`config.mk`:
```
export PLATFORM = sky130hd
export DESIGN_NAME = breath_reading_serial_framer
export DESIGN_NICKNAME = d
export VERILOG_FILES = /design/src/brsf_pkg.sv /design/src/brsf_queue.sv /design/src/brsf_front.sv /design/src/brsf_back.sv /design/src/breath_reading_serial_framer.sv
export SDC_FILE = /design/constraint.sdc
export NUM_CORES = 1
export LEC_CHECK = 0
export ABC_CLOCK_PERIOD_IN_PS = 16250
export BUFFER_PORTS_ARGS = -buffer_cell sky130_fd_sc_hd__buf_2
export CAP_MARGIN = 20
export CORE_ASPECT_RATIO = 0.5
export CORE_MARGIN = 3
export CORE_UTILIZATION = 44
export CTS_CLUSTER_DIAMETER = 30
export CTS_CLUSTER_SIZE = 16
export DETAILED_ROUTE_END_ITERATION = 10
export HOLD_SLACK_MARGIN = 0.08
export PLACE_DENSITY = 0.6
export SLEW_MARGIN = 20
export SYNTH_ARGS = -nofsm -noshare
export SYNTH_HDL_FRONTEND = slang
export SYNTH_SLANG_ARGS = --single-unit
```
`constraint.sdc`:
```
create_clock -name clk_i -period 16.25 [get_ports clk_i]
set_input_delay 1.625 -clock clk_i [delete_from_list [all_inputs] [get_ports clk_i]]
set_output_delay 1.625 -clock clk_i [all_outputs]
set_load 0.02 [all_outputs]
```
`src/brsf_pkg.sv`:
```
// Shared constants, types and helpers for the breath-reading serial framer.
`default_nettype none
package brsf_pkg;

  // Build-time defaults for the top-level parameters
  localparam int unsigned BurstSamplesDef = 32;
  localparam int unsigned ScaleShiftDef   = 6;

  // Field widths
  localparam int unsigned SampleW  = 10;
  localparam int unsigned ByteW    = 8;
  localparam int unsigned ReadingW = 9;
  localparam int unsigned CfgW     = 10;
  localparam int unsigned CfgIdxW  = 2;
  localparam int unsigned SumW     = 16;

  // Stream data packing (padded to whole bytes)
  localparam int unsigned InDataW  = 24;  // sample, rx_byte
  localparam int unsigned OutDataW = 24;  // tx_byte, reading

  // Command queue depth between front and back
  localparam int unsigned QueueDepth = 4;

  // Configuration register indexes
  localparam logic [CfgIdxW-1:0] RegOffset    = 2'd0;
  localparam logic [CfgIdxW-1:0] RegLimit     = 2'd1;
  localparam logic [CfgIdxW-1:0] RegThreshold = 2'd2;

  // Reset values of the configuration registers
  localparam logic [CfgW-1:0] OffsetRst    = 10'd120;
  localparam logic [CfgW-1:0] LimitRst     = 10'd300;
  localparam logic [CfgW-1:0] ThresholdRst = 10'd20;

  // Largest reading carried on the output
  localparam logic [ReadingW-1:0] ReadingMax = 9'd511;

  // Serial characters
  localparam logic [ByteW-1:0] ChOpenBrace  = 8'h7B;  // '{'
  localparam logic [ByteW-1:0] ChCloseBrace = 8'h7D;  // '}'
  localparam logic [ByteW-1:0] ChRunStart   = 8'h3E;  // '>'
  localparam logic [ByteW-1:0] ChRunEnd     = 8'h3C;  // '<'
  localparam logic [ByteW-1:0] ChSpace      = 8'h20;
  localparam logic [ByteW-1:0] ChNul        = 8'h00;
  localparam logic [ByteW-1:0] ChZero       = 8'h30;  // '0'

  // Input kind carried on tuser
  localparam logic ModeSample = 1'b0;
  localparam logic ModeSerial = 1'b1;

  // One finished burst that produces output bytes
  typedef struct packed {
    logic [ReadingW-1:0] reading;
    logic                open_run;  // send '>',NUL first
    logic                active;    // 1: digits, space, NUL; 0: '<',NUL
  } brsf_cmd_t;

endpackage
`default_nettype wire

```
`src/brsf_queue.sv`:
```
// Small register FIFO carrying commands from the front to the back.
`default_nettype none
module brsf_queue (
  input  wire                  clk_i,
  input  wire                  rst_ni,
  input  wire                  push_valid_i,
  output logic                 push_ready_o,
  input  brsf_pkg::brsf_cmd_t  push_cmd_i,
  output logic                 pop_valid_o,
  input  wire                  pop_ready_i,
  output brsf_pkg::brsf_cmd_t  pop_cmd_o
);
  import brsf_pkg::*;

  localparam int unsigned PtrW = $clog2(QueueDepth);
  localparam int unsigned CntW = $clog2(QueueDepth + 1);

  brsf_cmd_t         mem_q [QueueDepth];
  logic [PtrW-1:0]   wr_ptr_q, wr_ptr_d;
  logic [PtrW-1:0]   rd_ptr_q, rd_ptr_d;
  logic [CntW-1:0]   cnt_q, cnt_d;
  logic              do_push, do_pop;

  assign push_ready_o = (cnt_q != CntW'(QueueDepth));
  assign pop_valid_o  = (cnt_q != '0);
  assign pop_cmd_o    = mem_q[rd_ptr_q];
  assign do_push      = push_valid_i && push_ready_o;
  assign do_pop       = pop_valid_o && pop_ready_i;

  always_comb begin
    wr_ptr_d = do_push ? wr_ptr_q + PtrW'(1) : wr_ptr_q;
    rd_ptr_d = do_pop ? rd_ptr_q + PtrW'(1) : rd_ptr_q;
    cnt_d    = cnt_q;
    if (do_push && !do_pop) begin
      cnt_d = cnt_q + CntW'(1);
    end else if (do_pop && !do_push) begin
      cnt_d = cnt_q - CntW'(1);
    end
  end

  always_ff @(posedge clk_i or negedge rst_ni) begin
    if (!rst_ni) begin
      wr_ptr_q <= '0;
      rd_ptr_q <= '0;
      cnt_q    <= '0;
    end else begin
      wr_ptr_q <= wr_ptr_d;
      rd_ptr_q <= rd_ptr_d;
      cnt_q    <= cnt_d;
    end
  end

  always_ff @(posedge clk_i) begin
    if (do_push) begin
      mem_q[wr_ptr_q] <= push_cmd_i;
    end
  end

endmodule
`default_nettype wire

```
`src/brsf_front.sv`:
```
// Front end: takes beats, gates on braces, sums bursts and classifies readings.
`default_nettype none
module brsf_front #(
  parameter int unsigned BURST_SAMPLES = brsf_pkg::BurstSamplesDef,
  parameter int unsigned SCALE_SHIFT   = brsf_pkg::ScaleShiftDef
) (
  input  wire                            clk_i,
  input  wire                            rst_ni,
  input  wire                            in_valid_i,
  output logic                           in_ready_o,
  input  wire                            mode_i,
  input  wire  [brsf_pkg::SampleW-1:0]   sample_i,
  input  wire  [brsf_pkg::ByteW-1:0]     rx_byte_i,
  input  wire  [brsf_pkg::CfgW-1:0]      offset_i,
  input  wire  [brsf_pkg::CfgW-1:0]      limit_i,
  input  wire  [brsf_pkg::CfgW-1:0]      threshold_i,
  output logic                           cmd_valid_o,
  input  wire                            cmd_ready_i,
  output brsf_pkg::brsf_cmd_t            cmd_o
);
  import brsf_pkg::*;

  localparam int unsigned CntW = (BURST_SAMPLES > 2) ? $clog2(BURST_SAMPLES) : 1;
  localparam logic [CntW-1:0] CntLast = CntW'(BURST_SAMPLES - 1);

  logic [SumW-1:0] sum_q, sum_d;
  logic [CntW-1:0] cnt_q, cnt_d;
  logic            en_q, en_d;
  logic            run_q, run_d;
  logic            pend_q, pend_d;
  logic [SumW-1:0] pend_sum_q, pend_sum_d;

  logic            accept, pend_done, need_push;
  logic [SumW-1:0] sum_next, scaled, diff;
  logic [ReadingW-1:0] reading;
  logic            active;

  // Reading of the finished burst
  always_comb begin
    scaled = pend_sum_q >> SCALE_SHIFT;
    diff   = scaled - SumW'(offset_i);
    if (diff == '0 || diff >= SumW'(limit_i)) begin
      reading = '0;
    end else if (diff > SumW'(ReadingMax)) begin
      reading = ReadingMax;
    end else begin
      reading = diff[ReadingW-1:0];
    end
    active    = ({1'b0, reading} > threshold_i);
    need_push = active || run_q;
  end

  assign cmd_valid_o      = pend_q && need_push;
  assign cmd_o.reading    = reading;
  assign cmd_o.open_run   = active && !run_q;
  assign cmd_o.active     = active;
  assign pend_done        = pend_q && (!need_push || cmd_ready_i);
  assign in_ready_o       = !pend_q || pend_done;
  assign accept           = in_valid_i && in_ready_o;
  assign sum_next         = sum_q + SumW'(sample_i);

  always_comb begin
    sum_d      = sum_q;
    cnt_d      = cnt_q;
    en_d       = en_q;
    run_d      = run_q;
    pend_d     = pend_q && !pend_done;
    pend_sum_d = pend_sum_q;
    if (pend_done) begin
      run_d = active;
    end
    if (accept) begin
      if (mode_i == ModeSerial) begin
        if (rx_byte_i == ChOpenBrace) begin
          en_d = 1'b1;
        end else if (rx_byte_i == ChCloseBrace) begin
          en_d = 1'b0;
        end
      end else if (cnt_q != '0 || en_q) begin
        // A started burst always runs to the end
        if (cnt_q == CntLast) begin
          pend_sum_d = sum_next;
          pend_d     = 1'b1;
          sum_d      = '0;
          cnt_d      = '0;
        end else begin
          sum_d = sum_next;
          cnt_d = cnt_q + CntW'(1);
        end
      end
    end
  end

  always_ff @(posedge clk_i or negedge rst_ni) begin
    if (!rst_ni) begin
      sum_q  <= '0;
      cnt_q  <= '0;
      en_q   <= 1'b0;
      run_q  <= 1'b0;
      pend_q <= 1'b0;
    end else begin
      sum_q  <= sum_d;
      cnt_q  <= cnt_d;
      en_q   <= en_d;
      run_q  <= run_d;
      pend_q <= pend_d;
    end
  end

  always_ff @(posedge clk_i) begin
    pend_sum_q <= pend_sum_d;
  end

endmodule
`default_nettype wire

```
`src/brsf_back.sv`:
```
// Back end: expands a command into serial bytes through an output register.
`default_nettype none
module brsf_back (
  input  wire                             clk_i,
  input  wire                             rst_ni,
  input  wire                             cmd_valid_i,
  output logic                            cmd_ready_o,
  input  brsf_pkg::brsf_cmd_t             cmd_i,
  output logic                            out_valid_o,
  input  wire                             out_ready_i,
  output logic [brsf_pkg::ByteW-1:0]      tx_byte_o,
  output logic [brsf_pkg::ReadingW-1:0]   reading_o,
  output logic                            last_o
);
  import brsf_pkg::*;

  // Byte sequence positions
  localparam logic [3:0] StStart  = 4'd0;  // '>'
  localparam logic [3:0] StStNul  = 4'd1;
  localparam logic [3:0] StHund   = 4'd2;
  localparam logic [3:0] StTens   = 4'd3;
  localparam logic [3:0] StOnes   = 4'd4;
  localparam logic [3:0] StSpace  = 4'd5;
  localparam logic [3:0] StSpNul  = 4'd6;
  localparam logic [3:0] StEnd    = 4'd7;  // '<'
  localparam logic [3:0] StEndNul = 4'd8;

  logic             busy_q, busy_d;
  logic [3:0]       step_q, step_d;
  logic [3:0]       first_dig_q;
  logic [3:0]       hund_q, tens_q, ones_q;
  logic [ReadingW-1:0] rd_q;

  logic             out_valid_q, out_valid_d;
  logic [ByteW-1:0] tx_q, tx_d;
  logic [ReadingW-1:0] out_rd_q;
  logic             last_q, last_d;

  logic             load, can_emit;
  logic [3:0]       c_hund, c_tens, c_ones, c_first, c_start;
  logic [ReadingW-1:0] c_rem;
  logic [14:0]      c_prod;

  // Decimal digits of the incoming reading
  always_comb begin
    if (cmd_i.reading >= 9'd500) begin
      c_hund = 4'd5;
    end else if (cmd_i.reading >= 9'd400) begin
      c_hund = 4'd4;
    end else if (cmd_i.reading >= 9'd300) begin
      c_hund = 4'd3;
    end else if (cmd_i.reading >= 9'd200) begin
      c_hund = 4'd2;
    end else if (cmd_i.reading >= 9'd100) begin
      c_hund = 4'd1;
    end else begin
      c_hund = 4'd0;
    end
    c_rem  = cmd_i.reading - (ReadingW'(c_hund) * 9'd100);
    c_prod = 15'(c_rem[6:0]) * 15'd205;
    c_tens = c_prod[14:11];
    c_ones = 4'(c_rem[6:0] - (7'(c_tens) * 7'd10));
    if (cmd_i.reading >= 9'd100) begin
      c_first = StHund;
    end else if (cmd_i.reading >= 9'd10) begin
      c_first = StTens;
    end else begin
      c_first = StOnes;
    end
    if (cmd_i.open_run) begin
      c_start = StStart;
    end else if (!cmd_i.active) begin
      c_start = StEnd;
    end else begin
      c_start = c_first;
    end
  end

  assign cmd_ready_o = !busy_q;
  assign load        = cmd_valid_i && !busy_q;
  assign can_emit    = !out_valid_q || out_ready_i;

  always_comb begin
    busy_d      = busy_q;
    step_d      = step_q;
    out_valid_d = out_valid_q && !out_ready_i;
    tx_d        = tx_q;
    last_d      = last_q;
    if (load) begin
      busy_d = 1'b1;
      step_d = c_start;
    end else if (busy_q && can_emit) begin
      out_valid_d = 1'b1;
      last_d      = 1'b0;
      step_d      = step_q + 4'd1;
      case (step_q)
        StStart: tx_d = ChRunStart;
        StStNul: begin
          tx_d   = ChNul;
          step_d = first_dig_q;
        end
        StHund:  tx_d = ChZero + ByteW'(hund_q);
        StTens:  tx_d = ChZero + ByteW'(tens_q);
        StOnes:  tx_d = ChZero + ByteW'(ones_q);
        StSpace: tx_d = ChSpace;
        StSpNul, StEndNul: begin
          tx_d   = ChNul;
          last_d = 1'b1;
          busy_d = 1'b0;
        end
        StEnd:   tx_d = ChRunEnd;
        default: begin
          tx_d   = ChNul;
          last_d = 1'b1;
          busy_d = 1'b0;
        end
      endcase
    end
  end

  always_ff @(posedge clk_i or negedge rst_ni) begin
    if (!rst_ni) begin
      busy_q      <= 1'b0;
      step_q      <= StStart;
      out_valid_q <= 1'b0;
    end else begin
      busy_q      <= busy_d;
      step_q      <= step_d;
      out_valid_q <= out_valid_d;
    end
  end

  always_ff @(posedge clk_i) begin
    tx_q   <= tx_d;
    last_q <= last_d;
    if (busy_q && can_emit) begin
      out_rd_q <= rd_q;
    end
    if (load) begin
      rd_q        <= cmd_i.reading;
      hund_q      <= c_hund;
      tens_q      <= c_tens;
      ones_q      <= c_ones;
      first_dig_q <= c_first;
    end
  end

  assign out_valid_o = out_valid_q;
  assign tx_byte_o   = tx_q;
  assign reading_o   = out_rd_q;
  assign last_o      = last_q;

endmodule
`default_nettype wire

```
`src/breath_reading_serial_framer.sv`:
```
// Top level of the breath-reading serial framer: config registers, front, queue, back.
//
//  channel   | direction | handshake               | contents
//  ----------+-----------+-------------------------+-----------------------------------
//  s_axis    | in        | s_axis_tvalid/tready    | tuser mode, tdata sample, rx_byte
//  m_axis    | out       | m_axis_tvalid/tready    | tdata tx_byte, reading; tlast last
//  cfg       | in        | cfg_we_i (no wait)      | cfg_index_i, cfg_wdata_i
//
// An input beat is taken every cycle unless the front stalls. The last sample of a burst is
// registered with its sum, scored from that register and queued for the back end, which
// loads a command and then sends one byte per cycle (2 to 7 bytes) while the receiver is
// ready. The rate limit is that single-byte-per-cycle output register: the front stalls
// only when the four-entry command queue is full and another finished burst is waiting.
// Reset clears the burst sum, the enable, the open-run flag and all handshake state.
`default_nettype none
module breath_reading_serial_framer #(
  parameter int unsigned BURST_SAMPLES = brsf_pkg::BurstSamplesDef,
  parameter int unsigned SCALE_SHIFT   = brsf_pkg::ScaleShiftDef
) (
  input  wire                              clk_i,
  input  wire                              rst_ni,
  // Input stream
  input  wire                              s_axis_tvalid,
  output logic                             s_axis_tready,
  input  wire  [brsf_pkg::InDataW-1:0]     s_axis_tdata,   // [9:0] sample, [17:10] rx_byte
  input  wire                              s_axis_tuser,   // [0] mode
  // Output stream
  output logic                             m_axis_tvalid,
  input  wire                              m_axis_tready,
  output logic [brsf_pkg::OutDataW-1:0]    m_axis_tdata,   // [7:0] tx_byte, [16:8] reading
  output logic                             m_axis_tlast,
  // Configuration writes
  input  wire                              cfg_we_i,
  input  wire  [brsf_pkg::CfgIdxW-1:0]     cfg_index_i,
  input  wire  [brsf_pkg::CfgW-1:0]        cfg_wdata_i
);
  import brsf_pkg::*;

  logic [CfgW-1:0]     offset_q, limit_q, threshold_q;
  logic                fq_valid, fq_ready, qb_valid, qb_ready;
  brsf_cmd_t           fq_cmd, qb_cmd;
  logic [ByteW-1:0]    tx_byte;
  logic [ReadingW-1:0] reading;

  // Configuration registers; writes must arrive only while the block is idle; not enforced
  always_ff @(posedge clk_i or negedge rst_ni) begin
    if (!rst_ni) begin
      offset_q    <= OffsetRst;
      limit_q     <= LimitRst;
      threshold_q <= ThresholdRst;
    end else if (cfg_we_i) begin
      case (cfg_index_i)
        RegOffset:    offset_q    <= cfg_wdata_i;
        RegLimit:     limit_q     <= cfg_wdata_i;
        RegThreshold: threshold_q <= cfg_wdata_i;
        default:      ;  // drop writes to unused indexes
      endcase
    end
  end

  // Front: classify beats, sum bursts, score readings
  brsf_front #(
    .BURST_SAMPLES (BURST_SAMPLES),
    .SCALE_SHIFT   (SCALE_SHIFT)
  ) u_front (
    .clk_i       (clk_i),
    .rst_ni      (rst_ni),
    .in_valid_i  (s_axis_tvalid),
    .in_ready_o  (s_axis_tready),
    .mode_i      (s_axis_tuser),
    .sample_i    (s_axis_tdata[SampleW-1:0]),
    .rx_byte_i   (s_axis_tdata[SampleW+ByteW-1:SampleW]),
    .offset_i    (offset_q),
    .limit_i     (limit_q),
    .threshold_i (threshold_q),
    .cmd_valid_o (fq_valid),
    .cmd_ready_i (fq_ready),
    .cmd_o       (fq_cmd)
  );

  // Decouple scoring from byte output
  brsf_queue u_queue (
    .clk_i        (clk_i),
    .rst_ni       (rst_ni),
    .push_valid_i (fq_valid),
    .push_ready_o (fq_ready),
    .push_cmd_i   (fq_cmd),
    .pop_valid_o  (qb_valid),
    .pop_ready_i  (qb_ready),
    .pop_cmd_o    (qb_cmd)
  );

  // Back: expand each command into its byte sequence
  brsf_back u_back (
    .clk_i       (clk_i),
    .rst_ni      (rst_ni),
    .cmd_valid_i (qb_valid),
    .cmd_ready_o (qb_ready),
    .cmd_i       (qb_cmd),
    .out_valid_o (m_axis_tvalid),
    .out_ready_i (m_axis_tready),
    .tx_byte_o   (tx_byte),
    .reading_o   (reading),
    .last_o      (m_axis_tlast)
  );

  assign m_axis_tdata = {{(OutDataW - ByteW - ReadingW){1'b0}}, reading, tx_byte};

endmodule
`default_nettype wire

```
# --- Yosys cells after proc, flatten, opt, wreduce, memory -nomap -nowiden ---
# Memories as Yosys holds them, arrays and structs flattened.
# Cells that the tools add are included.
classes:
  n_addsub: 13
  multipliers: 3
  n_div: 0
  magnitude_cmp: 9
  eq_ne: 13
  shift: 0
  muxes: 33
  bitwise_logic: 2
  reduce_logical: 43
ops:
  columns: ["cell", "n"]
  rows:
  - ["8-bit case mux with 6 select lines", 1]
  - ["4-bit 2-to-1 mux", 10]
  - ["9-bit greater-or-equal comparator (second input constant)", 3]
  - ["6-bit by 4-bit adder with 7-bit output (first input constant)", 3]
  - ["9-bit 2-to-1 mux", 2]
  - ["16-bit by 10-bit adder with 16-bit output", 1]
  - ["8-bit by 7-bit equality test with 1-bit output (second input constant)", 2]
  - ["16-bit by 10-bit greater-or-equal comparator with 1-bit output", 1]
  - ["16-bit by 9-bit > comparator with 1-bit output (second input constant)", 1]
  - ["16-bit logical NOT", 1]
  - ["16-bit 2-to-1 mux", 1]
  - ["7-bit by 8-bit multiplier with 15-bit output (second input constant)", 1]
  - ["1-bit 2-to-1 mux", 15]
  - ["4-bit by 3-bit equality test with 1-bit output (second input constant)", 3]
  - ["1-bit logical AND", 11]
  - ["10-bit by 10-bit subtractor with 11-bit output", 1]
  - ["9-bit by 10-bit > comparator with 1-bit output", 1]
  - ["2-bit AND reduction", 5]
  - ["9-bit by 4-bit greater-or-equal comparator with 1-bit output (second input constant)", 1]
  - ["9-bit by 7-bit greater-or-equal comparator with 1-bit output (second input constant)", 1]
  - ["9-bit by 8-bit greater-or-equal comparator with 1-bit output (second input constant)", 1]
  - ["1-bit logical NOT", 9]
  - ["3-bit 2-to-1 mux", 3]
  - ["4-bit by 2-bit equality test with 1-bit output (second input constant)", 2]
  - ["other kinds (26)", 36]
totals:
  ff_bits: 126
  latch_bits: 0
  mem_bits_rw: 44
  mem_bits_ro: 0
  in_bits: 42
  elab_cells: 140
  mem_count: 1
mem_list:
  columns: ["name", "words", "width", "read_ports", "rd_ports_with_merged_regs", "wr", "line", "rtl"]
  rows:
  - ["u_queue.mem_q", 4, 11, 1, 0, 1, "brsf_queue.sv:18", "brsf_cmd_t mem_q [QueueDepth];"]

# --- Depth between registers and ports, before layout ---
depth:
  word_depth: 15
  ltp_mapped: 31

# --- Cells and area by module ---
# Synthesis repeated with hierarchy kept, for this count alone.
hier_totals:
  hier_cells: 775
  hier_area_um2: 9414.0
modules_own_cells:
  columns: ["module", "n_inst", "cells_per_inst", "area_each_um2", "seq_area_each_um2"]
  rows:
  - ["brsf_front", 1, 358, 3186.8, 900.9]
  - ["brsf_back", 1, 251, 2925.3, 1291.2]
  - ["brsf_queue", 1, 92, 2008.2, 1496.4]
  - ["breath_reading_serial_framer", 1, 74, 1293.7, 763.2]

# --- Worst setup path after synthesis ---
# No wires, ideal clock.
synth_path:
  path_kind: "reg-to-reg"
  startpoint: "register u_queue.rd_ptr_q[0]"
  endpoint: "register u_back.ones_q[3], data pin"
  setup_ns: 0.262
  arrival_ns: 6.829
  t_required_ns: 15.988
  slack_ns: 9.160
  stages_incl_launch_ff: 31
  path_cell_list: "dfrtp_1 buf_6 buf_2 mux4_2 o311ai_0 nand2b_1 o31ai_1 a21o_1 ha_1 inv_1 fa_1 a21o_1 a21oi_1 xnor2_1 xnor2_1 ha_1 ha_1 fa_1 inv_1 fa_1 inv_1 ha_1 a311o_1 a31oi_1 o21ai_2 xor2_1 ha_1 fa_1 xor2_1 xnor2_1 xnor2_1"
synth_rtl:
  columns: ["element", "line", "rtl"]
  rows:
  - ["from (decl)", "brsf_queue.sv:20", "logic [PtrW-1:0] rd_ptr_q, rd_ptr_d;"]
  - ["from (signal assigned)", "brsf_queue.sv:48", "rd_ptr_q <= rd_ptr_d;"]
  - ["to (signal assigned)", "brsf_back.sv:143", "ones_q <= c_ones;"]
  - ["to (decl)", "brsf_back.sv:31", "logic [3:0] hund_q, tens_q, ones_q;"]

==> impl_metrics.py <==
metrics = {
    "place": {
        "port-buffer-count": 53,
        "dpl.hpwl_mm": 11.9,
        "routabilityCongestion": 0.769,
        "placedInstanceArea_mm2": 0.00954,
    },
    "yosys": {
        "synth_flop_cell": "edfxtp_1",
        "asyncSetResetFlopFracSynth_pct": 42.1,
        "synth-warning-count": 0,
        "synthDistinctLibCells": 66,
        "postSynthAreaPerCell_um2": 11.6,
        "syn-cell-area_mm2": 0.00902,
        "ys_seq_area_share_pct": 49.3,
        "postSynthRegisterBits": 159,
        "yosysTopAreaCellShare_pct": 30.6,
        "library_cell_occupying_the_most_area_in_the_post_synthesis_netlist": "edfxtp_1",
        "number_of_enable_flip_flop_cells_after_synthesis": 92,
        "leading_post_synthesis_cells_by_cell_area": "edfxtp_1 31%, dfrtp_1 16%, ha_1 12%, inv_1 3.5%, mux2_2 3.1%",
        "syn-instance-count": 779,
    },
    "outcome": {
        "status": "finished clean",
    },
    "route": {
        "post_drt_wl_per_cell_um": 14.8,
        "top_layer_used": "met4",
        "route.detailed.vias_per_inst": 5.05,
        "met2_length_mm": 7.80,
        "met3_layer_wire_length_in_the_routed_design_um": 483,
        "detailed_route_drc_error_count": 0,
        "wl_met1_mm": 8.06,
        "drt-total-wl_mm": 16.4,
        "drt_first_iter_violations": 213,
        "drtPass1Iterations": 5,
        "vias": 5622,
        "antenna_left": 0,
    },
    "finish": {
        "num-nets-final": 979,
        "most_common_cell_after_layout_fill_and_taps_aside": "edfxtp_1",
        "commonest_non_fill_non_tap_cells_in_the_layout": "92 x edfxtp_1, 89 x ha_1, 85 x inv_1",
        "diodes": 0,
        "drive_above_1_share_pct": 16.9,
        "nFillCells": 1766,
        "area_of_the_multi_input_gates_mm2": 0.00415,
        "final_area_mm2": 0.0101,
        "syn2layout_area_growth_pct": 12.0,
        "layout.area.seq_mm2": 0.00445,
    },
    "die": {
        "placementRows": 36,
        "boundaryPins": 69,
        "fp.dieW_um": 208,
        "fp.dieArea_mm2": 0.0224,
        "core-area_mm2": 0.0198,
        "initial_utilization_pct": 45.6,
        "die_height_um": 107,
    },
    "clock_network": {
        "clk_transition_reported_paths_ns": 0.07,
        "cts-htree-levels": 4,
        "post_cts_repair_setup_buffers": 0,
        "clk_root_buffer_cell": "clkbuf_16",
        "post_cts.resized_instances": 0,
        "cts.path.max_buffers": 2,
        "cts_buffers": 17,
        "clock_insertion_delay_worst_skew_ns": 0.42,
        "cts-hold-fix-buffers": 0,
        "clock_sink_count": 159,
        "cts_tree": "yes",
    },
    "worst_setup_path": {
        "critPathMostFrequentCell": "ha_1",
        "cp_top_family": "compound AO/OA/AOI/OAI gates",
        "timing.critical_path.slowest_stage_cell": "a21boi_0",
        "path_cells": "inv_1, ha_1, o21a_1, o31a_1, or4_1, a31oi_1, o21ai_0, xor2_1, ha_1, nor2b_1, a2111oi_0, o31a_1, a21boi_0, ha_1, nand4_1, o31ai_1, nand2b_1, nand3_1, buf_2",
        "worst_setup_path_end_kind": "output pin",
        "critical-path-max-stage-delay_ns": 0.63,
        "timing_worst_setup_path_type": "reg2out",
        "critical_path.n_buffers_inverters": 2,
        "crit_arrival_ns": 6.64,
        "crit_required_ns": 14.62,
        "timing.critical_path.from_type": "flip-flop",
        "critical_path.max_fanout": 10,
    },
    "global_route": {
        "grt_first_pass_wirelength_mm": 28.1,
        "grt_start_max_net_pins": 68,
        "grt.overflow.total": 0,
        "vias_in_the_first_global_route": 5748,
        "grt_use_total_pct": 15.6,
        "antenna_found_initial": 0,
    },
    "sta": {
        "max_freq_mhz": 121,
        "finalCritPeriodShare_pct": 50.8,
        "timing.max_slew.rel_slack_pct": 37.7,
        "timing_worst_slew_pin_value_ns": 0.935,
        "period_needed_ns": 8.26,
        "setup_repair_after_global_routing_missed_its_margin": "no",
        "timing.setup.tns_ns": 0,
        "hold_fails_final_rpt": 0,
        "drv_slew": 0,
        "report.final.setup_viol": 0,
        "fin_skew_ns": 0.00759,
    },
    "run": {
        "maxCapViolCount": 0,
    },
    "min_path": {
        "hold_path_class": "reg2reg",
    },
}
[stage by stage]
step,instances,hold WS (ns),setup WS (ns),util (%)
4_1_cts,1114,0.422,8.01,51.1
5_1_grt,1114,0.435,7.60,51.1
3_5_place_dp,1082,0.405,8.28,48.2
2_1_floorplan,787,0.400,9.16,-
3_3_place_gp,1082,0.401,8.36,48.2
6_report,1114,0.420,7.99,51.1
[final timing paths]
| kind | from | end | slack [ns] | cells after the start |
|---|---|---|---|---|
| max in group asynchronous | rst_ni | u_front.sum_q[5]$_DFFE_PN0P_ | 14.22 | 2 |
| hold / removal | u_back.rd_q[8]$_DFFE_PP_ | u_back.reading_o[8]$_DFFE_PP_ | 0.42 | 0 |
| setup / recovery | offset_q[3]$_DFFE_PN1P_ | s_axis_tready | 7.99 | 19 |
| min in group asynchronous | rst_ni | u_back.out_valid_o$_DFF_PN0_ | 1.40 | 2 |
| hold reg to reg | u_back.rd_q[8]$_DFFE_PP_ | u_back.reading_o[8]$_DFFE_PP_ | 0.42 | 0 |
| setup reg to reg | u_queue.rd_ptr_q[0]$_DFFE_PN0P_ | u_back.ones_q[3]$_DFFE_PP_ | 8.36 | 29 |
[area by class of cell]
type / instances / share of cell area, %
clock buffers: 19 / 4.28
clock inverters: 13 / 1.29
inverters: 86 / 3.19
multi-input cells: 515 / 41.0
flip-flops and latches: 159 / 44.1
well taps: 266 / 3.29
repair buffers: 56 / 2.85
[cells in the mapped netlist (2+ instances only)]
master / count
nor2b_1: 6
mux4_2: 11
fa_1: 13
and3_1: 5
buf_4: 9
o41ai_1: 2
clkbuf_1: 13
and2_1: 7
dfstp_2: 10
inv_1: 85
o21a_1: 14
dfrtp_1: 57
edfxtp_1: 92
xor2_1: 14
nand4_1: 5
nand3_1: 11
o31ai_1: 10
o21ai_0: 44
o31a_1: 2
nand2_1: 55
a221oi_1: 3
a211oi_1: 10
nor4_1: 3
a31oi_1: 5
nand3b_1: 2
o21bai_1: 2
o221a_2: 3
o211ai_1: 2
a221o_1: 2
a21oi_1: 35
a41oi_1: 2
or3_1: 3
ha_1: 89
mux2_2: 25
nor3_1: 3
or2_2: 2
xnor2_1: 22
buf_1: 3
nor2_1: 44
nand2b_1: 11
a21o_1: 18
[per-layer routing]
| layer | up-vias | track usage (%) |
|---|---|---|
| li1 | 2876 | - |
| met1 | 2683 | 20.6 |
| met2 | 54 | 26.3 |
| met3 | 9 | 3.35 |
| met4 | 0 | 4.28 |
| met5 | - | 0 |
[registers in the layout, summed over array words and instances (netlist names), 2 cells and up]
name / cells
u_front.sum_q: 16
u_back.step_q: 4
u_back.rd_q: 9
u_queue.rd_ptr_q: 2
threshold_q: 10
u_back.hund_q: 3
u_back.reading_o: 9
u_back.first_dig_q: 3
u_queue.mem_q: 44
u_back.ones_q: 3
u_back.tens_q: 4
u_queue.wr_ptr_q: 2
limit_q: 10
u_queue.cnt_q: 3
offset_q: 10
u_front.cnt_q: 5
u_back.tx_byte_o: 6
u_front.pend_sum_q: 10
[cell families (layout without fill, tap and decap cells)]
| group | after synthesis | in the layout | share of synthesized area (%) |
|---|---|---|---|
| flops | 159 | 159 | 49.3 |
| simple gates | 163 | 163 | 8.52 |
| fa+ha+maj | 103 | 103 | 15.3 |
| buf+inv | 113 | 174 | 5.17 |
| xor+xnor | 36 | 36 | 3.50 |
| other cells | 1 | 9 | 0.0416 |
| mux | 37 | 37 | 5.98 |
| compound gates | 167 | 167 | 12.1 |
Power is left out: the tool's default activity adds up to more than one toggle a clock period on the data nets, which glitch-free logic cannot reach.
